==> config.mk <==
export PLATFORM = sky130hd
export DESIGN_NAME = wildcard_byte_pattern_scanner_top_flat
export DESIGN_NICKNAME = d
export VERILOG_FILES = /design/src/design/wbps_pkg.sv /design/src/design/wbps_in_if.sv /design/src/design/wbps_out_if.sv /design/src/design/wbps_cfg.sv /design/src/design/wbps_core.sv /design/src/design/wildcard_byte_pattern_scanner_top.sv /design/src/flat_wrapper.sv
export VERILOG_INCLUDE_DIRS = /design/src /design/src/design
export SDC_FILE = /design/constraint.sdc
export NUM_CORES = 2
export LEC_CHECK = 0
export ABC_CLOCK_PERIOD_IN_PS = 6500
export BUFFER_PORTS_ARGS = -buffer_cell sky130_fd_sc_hd__clkbuf_2
export CORE_ASPECT_RATIO = 0.6
export CORE_UTILIZATION = 60
export CTS_CLUSTER_DIAMETER = 200
export DETAILED_ROUTE_END_ITERATION = 10
export PLACE_DENSITY = 0.8
export SYNTH_ARGS = -nofsm -noshare
export SYNTH_HDL_FRONTEND = slang
export SYNTH_SLANG_ARGS = --single-unit
==> constraint.sdc <==
create_clock -name clk -period 6.5 [get_ports clk]
set_input_delay 1.95 -clock clk [delete_from_list [all_inputs] [get_ports clk]]
set_output_delay 1.95 -clock clk [all_outputs]
set_load 0.03 [all_outputs]
==> src/design/wildcard_byte_pattern_scanner_top_defines.svh <==
// ----------------------------------------------------------------------------
// Wildcard byte pattern scanner assertion macros
// Shared concurrent assertion forms, clocked on clk, disabled in reset.
// ----------------------------------------------------------------------------
`ifndef WILDCARD_BYTE_PATTERN_SCANNER_TOP_DEFINES_SVH
`define WILDCARD_BYTE_PATTERN_SCANNER_TOP_DEFINES_SVH

// same-cycle implication
`define WBPS_ASSERT_SAME(label, ante, cons) \
    label: assert property (@(posedge clk) disable iff (!rst_n) (ante) |-> (cons)) \
        else $error("wbps assertion failed");

// next-cycle implication
`define WBPS_ASSERT_NEXT(label, ante, cons) \
    label: assert property (@(posedge clk) disable iff (!rst_n) (ante) |=> (cons)) \
        else $error("wbps assertion failed");

`endif

==> src/design/wbps_pkg.sv <==
// ----------------------------------------------------------------------------
// Wildcard byte pattern scanner package
// Widths, register indexes and the aligned pattern type shared by the block.
// ----------------------------------------------------------------------------
package wbps_pkg;

    localparam int MAX_PATTERN   = 32;
    localparam int BYTE_W        = 8;
    localparam int OFFSET_W      = 32;
    localparam int LEN_W         = 6;
    localparam int WORD_W        = 64;
    localparam int NUM_WORDS     = 4;
    localparam int MASK_W        = 32;
    localparam int CFG_DATA_W    = 64;
    localparam int CFG_ADDR_W    = 6;
    localparam int REG_IDX_LSB   = 3;
    localparam int REG_IDX_W     = CFG_ADDR_W - REG_IDX_LSB;
    localparam int POS_W         = $clog2(MAX_PATTERN);
    localparam int BYTES_PER_WORD = WORD_W / BYTE_W;

    localparam logic [REG_IDX_W-1:0] REG_PATTERN_WORD0  = 3'd0;
    localparam logic [REG_IDX_W-1:0] REG_PATTERN_WORD1  = 3'd1;
    localparam logic [REG_IDX_W-1:0] REG_PATTERN_WORD2  = 3'd2;
    localparam logic [REG_IDX_W-1:0] REG_PATTERN_WORD3  = 3'd3;
    localparam logic [REG_IDX_W-1:0] REG_WILDCARD_MASK  = 3'd4;
    localparam logic [REG_IDX_W-1:0] REG_PATTERN_LENGTH = 3'd5;

    localparam logic [LEN_W-1:0] LEN_RESET = 6'd1;

    typedef logic [MAX_PATTERN-1:0][BYTE_W-1:0] window_t;

    // pattern laid out against the window: entry j compares with window entry j
    typedef struct packed {
        window_t                 aligned_pattern;
        logic [MAX_PATTERN-1:0]  care;
        logic [LEN_W-1:0]        used_len;
    } cfg_t;

endpackage

==> src/design/wbps_in_if.sv <==
// ----------------------------------------------------------------------------
// Scanner input channel
// Valid/ready channel carrying one region byte per item.
// ----------------------------------------------------------------------------
interface wbps_in_if;
    logic                       valid;
    logic                       ready;
    logic [wbps_pkg::BYTE_W-1:0] data_byte;
    logic                       last_byte;

    modport source (output valid, output data_byte, output last_byte, input ready);
    modport sink   (input valid, input data_byte, input last_byte, output ready);
endinterface

==> src/design/wbps_out_if.sv <==
// ----------------------------------------------------------------------------
// Scanner result channel
// Valid/ready channel carrying one scan result per item.
// ----------------------------------------------------------------------------
interface wbps_out_if;
    logic                         valid;
    logic                         ready;
    logic                         found;
    logic [wbps_pkg::OFFSET_W-1:0] match_offset;

    modport source (output valid, output found, output match_offset, input ready);
    modport sink   (input valid, input found, input match_offset, output ready);
endinterface

==> src/design/wbps_cfg.sv <==
// ----------------------------------------------------------------------------
// Scanner configuration registers
// APB register file plus a registered, window-aligned copy of the pattern.
// ----------------------------------------------------------------------------
module wbps_cfg
(
    input  logic                                clk,
    input  logic                                rst_n,
    input  logic                                psel,
    input  logic                                penable,
    input  logic                                pwrite,
    input  logic [wbps_pkg::CFG_ADDR_W-1:0]     paddr,
    input  logic [wbps_pkg::CFG_DATA_W-1:0]     pwdata,
    output logic [wbps_pkg::CFG_DATA_W-1:0]     prdata,
    output logic                                pready,
    output wbps_pkg::cfg_t                      cfg
);

    logic [wbps_pkg::NUM_WORDS-1:0][wbps_pkg::WORD_W-1:0] pattern_word_reg;
    logic [wbps_pkg::MASK_W-1:0]                          wildcard_mask_reg;
    logic [wbps_pkg::LEN_W-1:0]                           pattern_length_reg;
    wbps_pkg::cfg_t                                       cfg_reg;
    wbps_pkg::cfg_t                                       cfg_next;

    logic                               wr_en;
    logic [wbps_pkg::REG_IDX_W-1:0]     reg_idx;
    wbps_pkg::window_t                  pat_bytes;

    assign wr_en   = psel && penable && pwrite;
    assign reg_idx = paddr[wbps_pkg::CFG_ADDR_W-1:wbps_pkg::REG_IDX_LSB];
    assign pready  = 1'b1;
    assign cfg     = cfg_reg;

    always_ff @(posedge clk or negedge rst_n)
    begin
        if (!rst_n)
        begin
            pattern_word_reg   <= '0;
            wildcard_mask_reg  <= '0;
            pattern_length_reg <= wbps_pkg::LEN_RESET;
            cfg_reg            <= '0;
        end
        else
        begin
            cfg_reg <= cfg_next;
            if (wr_en)
            begin
                case (reg_idx)
                    wbps_pkg::REG_PATTERN_WORD0:  pattern_word_reg[0] <= pwdata;
                    wbps_pkg::REG_PATTERN_WORD1:  pattern_word_reg[1] <= pwdata;
                    wbps_pkg::REG_PATTERN_WORD2:  pattern_word_reg[2] <= pwdata;
                    wbps_pkg::REG_PATTERN_WORD3:  pattern_word_reg[3] <= pwdata;
                    wbps_pkg::REG_WILDCARD_MASK:
                        wildcard_mask_reg <= pwdata[wbps_pkg::MASK_W-1:0];
                    wbps_pkg::REG_PATTERN_LENGTH:
                        pattern_length_reg <= pwdata[wbps_pkg::LEN_W-1:0];
                    default: ;
                endcase
            end
        end
    end

    always_comb
    begin
        case (reg_idx)
            wbps_pkg::REG_PATTERN_WORD0:  prdata = pattern_word_reg[0];
            wbps_pkg::REG_PATTERN_WORD1:  prdata = pattern_word_reg[1];
            wbps_pkg::REG_PATTERN_WORD2:  prdata = pattern_word_reg[2];
            wbps_pkg::REG_PATTERN_WORD3:  prdata = pattern_word_reg[3];
            wbps_pkg::REG_WILDCARD_MASK:
                prdata = wbps_pkg::CFG_DATA_W'(wildcard_mask_reg);
            wbps_pkg::REG_PATTERN_LENGTH:
                prdata = wbps_pkg::CFG_DATA_W'(pattern_length_reg);
            default:                      prdata = '0;
        endcase
    end

    assign pat_bytes = pattern_word_reg;

    // clamp length, then lay pattern byte (len-1-j) against window entry j
    always_comb
    begin
        logic [wbps_pkg::LEN_W-1:0] len;
        logic [wbps_pkg::LEN_W-1:0] rel;
        if (pattern_length_reg == '0)
            len = wbps_pkg::LEN_W'(1);
        else if (pattern_length_reg > wbps_pkg::LEN_W'(wbps_pkg::MAX_PATTERN))
            len = wbps_pkg::LEN_W'(wbps_pkg::MAX_PATTERN);
        else
            len = pattern_length_reg;
        cfg_next.used_len = len;
        for (int j = 0; j < wbps_pkg::MAX_PATTERN; j++)
        begin
            rel = len - wbps_pkg::LEN_W'(1) - wbps_pkg::LEN_W'(j);
            if (wbps_pkg::LEN_W'(j) < len)
            begin
                cfg_next.aligned_pattern[j] = pat_bytes[rel[wbps_pkg::POS_W-1:0]];
                cfg_next.care[j] = !wildcard_mask_reg[rel[wbps_pkg::POS_W-1:0]];
            end
            else
            begin
                cfg_next.aligned_pattern[j] = '0;
                cfg_next.care[j] = 1'b0;
            end
        end
    end

endmodule

==> src/design/wbps_core.sv <==
// ----------------------------------------------------------------------------
// Scanner core
// Input register, window shift and masked compare, result register.
// ----------------------------------------------------------------------------
`include "wildcard_byte_pattern_scanner_top_defines.svh"

module wbps_core
(
    input  logic               clk,
    input  logic               rst_n,
    input  wbps_pkg::cfg_t     cfg,
    wbps_in_if.sink            scan_in,
    wbps_out_if.source         scan_out
);

    logic                               in_valid_reg;
    logic                               in_valid_next;
    logic [wbps_pkg::BYTE_W-1:0]        in_data_reg;
    logic                               in_last_reg;
    logic                               out_valid_reg;
    logic                               out_valid_next;
    logic                               out_found_reg;
    logic [wbps_pkg::OFFSET_W-1:0]      out_offset_reg;
    wbps_pkg::window_t                  window_reg;
    wbps_pkg::window_t                  window_next;
    logic [wbps_pkg::OFFSET_W-1:0]      count_reg;
    logic [wbps_pkg::OFFSET_W-1:0]      count_next;
    logic                               reported_reg;
    logic                               reported_next;

    logic                               take_in;
    logic                               advance;
    wbps_pkg::window_t                  window_shift;
    logic [wbps_pkg::OFFSET_W-1:0]      count_inc;
    logic [wbps_pkg::MAX_PATTERN-1:0]   byte_ok;
    logic                               len_ok;
    logic                               match;
    logic                               res_valid;
    logic [wbps_pkg::OFFSET_W-1:0]      res_offset;

    assign advance        = in_valid_reg && (!out_valid_reg || scan_out.ready);
    assign scan_in.ready  = !in_valid_reg || advance;
    assign take_in        = scan_in.valid && scan_in.ready;

    assign scan_out.valid        = out_valid_reg;
    assign scan_out.found        = out_found_reg;
    assign scan_out.match_offset = out_offset_reg;

    always_comb
    begin
        window_shift[0] = in_data_reg;
        for (int j = 1; j < wbps_pkg::MAX_PATTERN; j++)
            window_shift[j] = window_reg[j-1];
    end

    always_comb
    begin
        for (int j = 0; j < wbps_pkg::MAX_PATTERN; j++)
            byte_ok[j] = !cfg.care[j] || (window_shift[j] == cfg.aligned_pattern[j]);
    end

    assign count_inc  = (count_reg == '1) ? count_reg : count_reg + 1'b1;
    assign len_ok     = count_inc >= wbps_pkg::OFFSET_W'(cfg.used_len);
    assign match      = !reported_reg && len_ok && (&byte_ok);
    assign res_valid  = match || (in_last_reg && !reported_reg);
    assign res_offset = match ? count_inc - wbps_pkg::OFFSET_W'(cfg.used_len) : '0;

    always_comb
    begin
        if (take_in)
            in_valid_next = 1'b1;
        else if (advance)
            in_valid_next = 1'b0;
        else
            in_valid_next = in_valid_reg;

        if (advance && res_valid)
            out_valid_next = 1'b1;
        else if (scan_out.ready)
            out_valid_next = 1'b0;
        else
            out_valid_next = out_valid_reg;

        window_next   = window_reg;
        count_next    = count_reg;
        reported_next = reported_reg;
        if (advance)
        begin
            if (in_last_reg)
            begin
                window_next   = '0;
                count_next    = '0;
                reported_next = 1'b0;
            end
            else
            begin
                window_next   = window_shift;
                count_next    = count_inc;
                reported_next = reported_reg || match;
            end
        end
    end

    always_ff @(posedge clk or negedge rst_n)
    begin
        if (!rst_n)
        begin
            in_valid_reg  <= 1'b0;
            out_valid_reg <= 1'b0;
            window_reg    <= '0;
            count_reg     <= '0;
            reported_reg  <= 1'b0;
        end
        else
        begin
            in_valid_reg  <= in_valid_next;
            out_valid_reg <= out_valid_next;
            window_reg    <= window_next;
            count_reg     <= count_next;
            reported_reg  <= reported_next;
        end
    end

    always_ff @(posedge clk)
    begin
        if (take_in)
        begin
            in_data_reg <= scan_in.data_byte;
            in_last_reg <= scan_in.last_byte;
        end
        if (advance && res_valid)
        begin
            out_found_reg  <= match;
            out_offset_reg <= res_offset;
        end
    end

    `WBPS_ASSERT_NEXT(a_region_clear, advance && in_last_reg, count_reg == '0 && !reported_reg)
    `WBPS_ASSERT_NEXT(a_match_sticky, advance && match && !in_last_reg, reported_reg)
    `WBPS_ASSERT_NEXT(a_result_loaded, advance && res_valid, out_valid_reg)
    `WBPS_ASSERT_SAME(a_miss_zero_offset, out_valid_reg && !out_found_reg, out_offset_reg == '0)

endmodule

==> src/design/wildcard_byte_pattern_scanner_top.sv <==
// ----------------------------------------------------------------------------
// Wildcard byte pattern scanner
// Finds the first occurrence of a masked byte pattern in a byte region.
// ----------------------------------------------------------------------------
// An accepted byte's result passes the input register, then the result register.
// Throughput: one byte per cycle; input stalls while a result waits unaccepted.
// Config reaches the core through the register file, then the aligned pattern register.
// Reset: rst_n async active low; config and control registers to reset values, window cleared.
module wildcard_byte_pattern_scanner_top
(
    input  logic                                clk,
    input  logic                                rst_n,
    input  logic                                psel,
    input  logic                                penable,
    input  logic                                pwrite,
    input  logic [wbps_pkg::CFG_ADDR_W-1:0]     paddr,
    input  logic [wbps_pkg::CFG_DATA_W-1:0]     pwdata,
    output logic [wbps_pkg::CFG_DATA_W-1:0]     prdata,
    output logic                                pready,
    wbps_in_if.sink                             scan_in,
    wbps_out_if.source                          scan_out
);

    wbps_pkg::cfg_t cfg;

    wbps_cfg u_cfg
    (
        .clk     (clk),
        .rst_n   (rst_n),
        .psel    (psel),
        .penable (penable),
        .pwrite  (pwrite),
        .paddr   (paddr),
        .pwdata  (pwdata),
        .prdata  (prdata),
        .pready  (pready),
        .cfg     (cfg)
    );

    wbps_core u_core
    (
        .clk      (clk),
        .rst_n    (rst_n),
        .cfg      (cfg),
        .scan_in  (scan_in),
        .scan_out (scan_out)
    );

endmodule

==> src/flat_wrapper.sv <==
// flat-port wrapper written by rule: the top's interface ports become plain ports
module wildcard_byte_pattern_scanner_top_flat 
  (clk, rst_n, psel, penable, pwrite, paddr, pwdata, prdata, pready, scan_in_valid, scan_in_data_byte, scan_in_last_byte, scan_in_ready, scan_out_valid, scan_out_found, scan_out_match_offset, scan_out_ready);
  wbps_in_if scan_in_i ();
  wbps_out_if scan_out_i ();
  input  logic clk;
  input  logic rst_n;
  input  logic psel;
  input  logic penable;
  input  logic pwrite;
  input  logic [wbps_pkg::CFG_ADDR_W-1:0] paddr;
  input  logic [wbps_pkg::CFG_DATA_W-1:0] pwdata;
  output logic [wbps_pkg::CFG_DATA_W-1:0] prdata;
  output logic pready;
  input wire logic [$bits(scan_in_i.valid)-1:0] scan_in_valid;
  input wire logic [$bits(scan_in_i.data_byte)-1:0] scan_in_data_byte;
  input wire logic [$bits(scan_in_i.last_byte)-1:0] scan_in_last_byte;
  output wire logic [$bits(scan_in_i.ready)-1:0] scan_in_ready;
  output wire logic [$bits(scan_out_i.valid)-1:0] scan_out_valid;
  output wire logic [$bits(scan_out_i.found)-1:0] scan_out_found;
  output wire logic [$bits(scan_out_i.match_offset)-1:0] scan_out_match_offset;
  input wire logic [$bits(scan_out_i.ready)-1:0] scan_out_ready;
  assign scan_in_i.valid = scan_in_valid;
  assign scan_in_i.data_byte = scan_in_data_byte;
  assign scan_in_i.last_byte = scan_in_last_byte;
  assign scan_in_ready = scan_in_i.ready;
  assign scan_out_valid = scan_out_i.valid;
  assign scan_out_found = scan_out_i.found;
  assign scan_out_match_offset = scan_out_i.match_offset;
  assign scan_out_i.ready = scan_out_ready;
  wildcard_byte_pattern_scanner_top u_core (.clk(clk), .rst_n(rst_n), .psel(psel), .penable(penable), .pwrite(pwrite), .paddr(paddr), .pwdata(pwdata), .prdata(prdata), .pready(pready), .scan_in(scan_in_i), .scan_out(scan_out_i));
endmodule
[Word-level counts from Yosys, hierarchy flattened]
Index checks and enable logic that the tools add are counted.
Widths: inputs -> output; s select.
Cells by class
  $add $sub $neg: 34
  multiply operators: 0
  divide/modulo/power cells: 0
  $lt $le $gt $ge: 66
  eq/ne operators: 38
  shift operators: 0
  mux-type cells: 203
  bitwise gates (word level): 0
  reduce and logical (&&, ||, !) cells: 122
Operators with widths (number)
  $bmux 8 s5: 32
  $mux 8: 64
  $pmux 64 s6: 1
  $eq 8x8->1: 32
  $mux 248: 1
  $lt 5x6->1 const B: 32
  $bmux 1 s5: 32
  $lt 5x6->1 const A: 16
  $sub 5x5->5 const B: 16
  $mux 1: 69
  $logic_not 1->1: 67
  $mux 32: 2
  $lt 4x6->1 const A: 8
  $sub 5x4->5 const B: 8
  $logic_or 1x1->1: 36
  $add 32x1->32 const B: 1
  $eq 32x32->1 const B: 1
  $ge 32x6->1: 1
  $reduce_and 32->1: 1
  $sub 32x6->32: 1
  $lt 3x6->1 const A: 4
  $sub 5x3->5 const B: 4
  $lt 1x6->1 const A: 2
  $lt 2x6->1 const A: 2
  12 further kinds: 30
Word-level totals
  register bits: 913
  latch bits: 0
  RAM bits: 0
  bits in read-only memories: 0
  input port bits: 86
  output and inout bits: 100
  logic and storage cells: 542
  memories: 0

[Logic depth before layout (Yosys ltp)]
  depth after elaboration: 9
  mapped depth: 21
  mapped depth without buffers: 16

[Cells and area by module]
From an unflattened synthesis, not the netlist that was laid out.
Second synthesis, totals
  cells, all modules: 6820
  area, all modules: 62404.9 um2
Modules (own cells, without submodules)
  wbps_cfg: times used 1, cells an instance 4866, area each 44244.9 um2
  wbps_core: times used 1, cells an instance 1954, area each 18159.9 um2

[Worst setup path before layout]
OpenSTA, ideal clock, no wires.
  kind: in2out
  start: input paddr[5] (netlist name)
  end: output prdata[0] (netlist name)
  arrival time: 3841 ps
  data required time: 4550 ps
  path slack: 709 ps
  cell stages on the path: 7
  cell sequence: clkbuf_1 clkbuf_1 clkbuf_1 mux2i_1 nor2_1 a21oi_1 a21oi_1
On the way
  cells in the longest elaborated chain, start to end: 2
  elaborated cells on any way between the ends: 7
  classes of those cells: eq/ne (5); mux (1); reduce/logical (1)
Ends and longest elaborated chain
  start, declared: line flat_wrapper.sv:11  | input logic [wbps_pkg::CFG_ADDR_W-1:0] paddr;
  $eq 3x3->1, or another cell as far along: line wbps_cfg.sv:65  | case (reg_idx)
  $pmux 64 s6 (*): line wbps_cfg.sv:65
  end, declared: line flat_wrapper.sv:13  | output logic [wbps_pkg::CFG_DATA_W-1:0] prdata;
Every way passes the cells marked *; elsewhere a longest branch is shown, timed or not.

[Final worst setup path]
  start: input paddr[3] (netlist name)
  end: output prdata[33] (netlist name)
Same word-level chain as after synthesis.

==> impl_results.md <==
- Starting utilization of the core area: 0.609
- WP data required: 4.55 ns
- Arrival time worst endpoint: 3.93 ns
- Top cells by area, synth: dfrtp_1, mux2i_1, mux2_2, nand2_1, xnor2_1
- Setup slack after layout: 0.619 ns
- CTS tree: built
- Type of element capturing the critical path: output port
- Violation count after the first detailed-routing iteration: 7380
- Setup slack of the most critical reg-to-reg path: 1.09 ns
- Global Route Usage Sum: 0.510
- Estimated wirelength of the detail-placed design: 188000 µm
- Post-Synthesis Net Count: 5507
- Violated checks: capacitance limit
- Gp weighted congestion: 1.13
- Wire length of the first global-routing pass: 329000 µm
- Power Density: 596 nW/µm²
- Antenna violations before repair: 19
- R2r startpoint: u_core.u_cfg.pattern_length_reg[2]$_DFFE_PN0P_
- Post-cts resize count: 0
- Routed wire per std cell: 34.9 µm
- Synth top cells by count: mux2i_1, dfrtp_1, nand2_1
- Setup repair after global routing missed its margin: false
- Proportion of netlist area held by the largest area contributor: 0.397
- Most common cell in the netlist: mux2i_1
- Via count of the first global-routing pass: 43064
- Yosys warns: 0
- Fraction of registers with async set or reset after synthesis: 0.954
- Cells along the critical path: clkbuf_2 -> or2_2 -> nor2_2 -> buf_4 -> a221o_1 -> clkbuf_2
- Total number of nets in the final design: 5637
- Worst setup path class: input port to output port
- Cell count of the worst reg-to-reg path: 10
- Number of optimization iterations in the first detailed-route pass: 8
- Max Clk Rate: 170 MHz
- Dominant synthesized flop cell: dfrtp_1
- Clock Latency Late Sink: 0.72 ns
- Max-cap viol count: 1
- Longest Clk Path Bufs: 3
- Setup Slack @ Placement: 0.714 ns
- Critical path capture point: prdata[33]
- Placed cell count: 6661
- Element type at the critical path start: input port
- Num CTS Buffers: 84
- CTS Sinks: 913
- Part of the cycle the worst path needs: 0.905
- Transition time of the tightest slew-check pin: 1.47 ns
- Slowest library cell on the worst path: or2_2
- Final Skew: 0.0496 ns
- Sum of routed wire length over all layers: 238000 µm
- Number of enable-type register cells in the synthesized netlist: 42
- I/O Buffers: 181
- Hold bufs inserted after CTS: 0
- Number of flip-flops under the largest register name: 294
- Fin Setup TNS: 0 ns
- Unique masters post-synth: 78
- Launch point of the worst path: paddr[3]
- Kind of path behind the tightest hold check: flip-flop to flip-flop
- Post-CTS setup buffer count: 0
- IR Drop Worst-Case VDD: 0.000389 V
- Final hold viol count: 0
- Core Area: 90100 µm²
- Most Frequent Cell on Critical Path: clkbuf_2
- Non-filler cells in the finished layout: 6823
- Biggest area consumer among synthesized cells: dfrtp_1
- Register bit total from synthesis: 913
- Share of post-route cells with drive strength above 1: 0.159
- Sequential share of the synthesized area: 0.420
- Area Growth Syn to Fin: 10.9%
- Root buf cell: clkbuf_16
- Per-instance average area after synthesis: 10.2 µm²
- Count of H-tree levels built during CTS: 3
- Gate count after technology mapping: 5399
- Max-slew violations: 0
- Run status: complete, but fails checks
- Post-DRT Antenna Nets: 0
- Number of remaining DRC errors: 0
- Vert. Die Dim: 236 µm
- Die area: 92700 µm²
- Cell leakage power: 27.7 nW
- Shortest period the worst path allows: 5.88 ns
- Mean number of vias per cell: 6.82
- Horizontal die dimension: 392 µm
- Clock-pin slew reported for the worst setup and hold paths after clock tree synthesis: 0.07 ns
- Mapped cell area: 54900 µm²
- Top Ports: 186
- Maximum number of pins on one net before global-route repair: 285
- Worst R2R End: u_core.u_cfg.cfg[180]$_DFF_PN0_
- Vias: 46504
- Number of rows created at floorplan: 85
- Critical path fanouts, max: 32
- Overall overflow remaining after global route: 0
- Worst slew slack as a fraction of its limit: 0.00768
- Endpoints failing setup: 0
- Highest cell delay on the worst timing path: 0.49 ns
-- critical path, delay by kind of cell --
kind / cells / cell delay, ns
and+or+nand+nor: 2 / 0.64
buffers and inverters: 3 / 0.97
AOI/OAI and AO/OA: 1 / 0.33
-- area by class of cell --
type	count	area (µm²)
timing repair buffer	389	2740
sequential	913	23100
fill	6674	29200
antenna	8	20.0
multi-input combinational	4116	30500
clock inverter	35	445
tap	1218	1520
inverter	25	101
clock buffer	119	2480
-- through the flow --
step	utilization	hold slack [ns]	power, mW	area [µm²]
2_1_floorplan	-	0.470	19.6	54900
4_1_cts	0.675	0.510	34.6	60800
5_1_grt	0.675	0.552	36.6	60800
6_report	0.675	0.511	36.3	60800
3_3_place_gp	0.643	0.486	29.1	57900
3_5_place_dp	0.643	0.496	29.3	57900
-- placed cells by master, fill, tap and decap left out, types with 6 or more instances in the layout --
| cell | n |
|---|---|
| mux2i_1 | 1206 |
| dfrtp_1 | 870 |
| nand2_1 | 816 |
| o21ai_0 | 319 |
| a21oi_1 | 304 |
| xnor2_1 | 301 |
| mux2_2 | 295 |
| nand2b_1 | 255 |
| buf_4 | 187 |
| clkbuf_2 | 180 |
| nor2_1 | 91 |
| clkbuf_16 | 88 |
| nand4_1 | 81 |
| edfxtp_1 | 42 |
| a211oi_1 | 40 |
| a22o_1 | 38 |
| a221o_1 | 36 |
| and2_1 | 35 |
| o22ai_1 | 32 |
| nand3_1 | 26 |
| xor2_1 | 23 |
| buf_12 | 21 |
| inv_1 | 19 |
| nor4_1 | 18 |
| ha_1 | 17 |
| clkbuf_8 | 16 |
| clkbuf_1 | 15 |
| and3_1 | 13 |
| a31oi_1 | 13 |
| clkinv_2 | 13 |
| nor3_1 | 12 |
| a21boi_0 | 10 |
| diode_2 | 8 |
| xnor2_2 | 8 |
| nor3_2 | 8 |
| nor2b_1 | 6 |
| a22oi_1 | 6 |
-- cell families after synthesis --
logic type,after synthesis,share of synthesized area
xor+xnor,339,0.0567
buf+inv,370,0.0273
mux,1501,0.280
compound gates,849,0.0903
other cells,1,0.0000683
fa+ha+maj,22,0.00515
simple gates,1404,0.120
flops,913,0.420
-- worst min-delay path by stage --
stage / from / endpoint / cells after the start
after floorplan: u_core.u_core.window_reg[240]$_DFFE_PN0P_ / u_core.u_core.window_reg[240]$_DFFE_PN0P_ / 2
after global placement: u_core.u_core.window_reg[243]$_DFFE_PN0P_ / u_core.u_core.window_reg[243]$_DFFE_PN0P_ / 2
after detailed placement: u_core.u_core.window_reg[243]$_DFFE_PN0P_ / u_core.u_core.window_reg[243]$_DFFE_PN0P_ / 2
after CTS: u_core.u_core.window_reg[243]$_DFFE_PN0P_ / u_core.u_core.window_reg[243]$_DFFE_PN0P_ / 2
after global routing: u_core.u_core.window_reg[245]$_DFFE_PN0P_ / u_core.u_core.window_reg[245]$_DFFE_PN0P_ / 2
final: u_core.u_core.window_reg[243]$_DFFE_PN0P_ / u_core.u_core.window_reg[243]$_DFFE_PN0P_ / 2
-- metal layers --
| metal | part of all wire | GRT usage | vias to the layer above | wire length (µm) |
|---|---|---|---|---|
| li1 | - | - | 19351 | - |
| met1 | 0.41 | 0.741 | 23395 | 98100 |
| met2 | 0.37 | 0.633 | 3317 | 88500 |
| met3 | 0.18 | 0.277 | 425 | 42500 |
| met4 | 0.035 | 0.151 | 16 | 8270 |
| met5 | 0.0017 | 0.0229 | - | 404 |
-- power breakdown --
part	switching [mW]	leakage [nW]	total, mW	internal, mW
sequential	0.983	12.0	7.74	6.76
combinational	16.1	14.3	23.2	7.18
clock	2.41	1.42	5.31	2.91
total	19.4	27.7	36.3	16.8
Power figures use the tool's default switching activity.
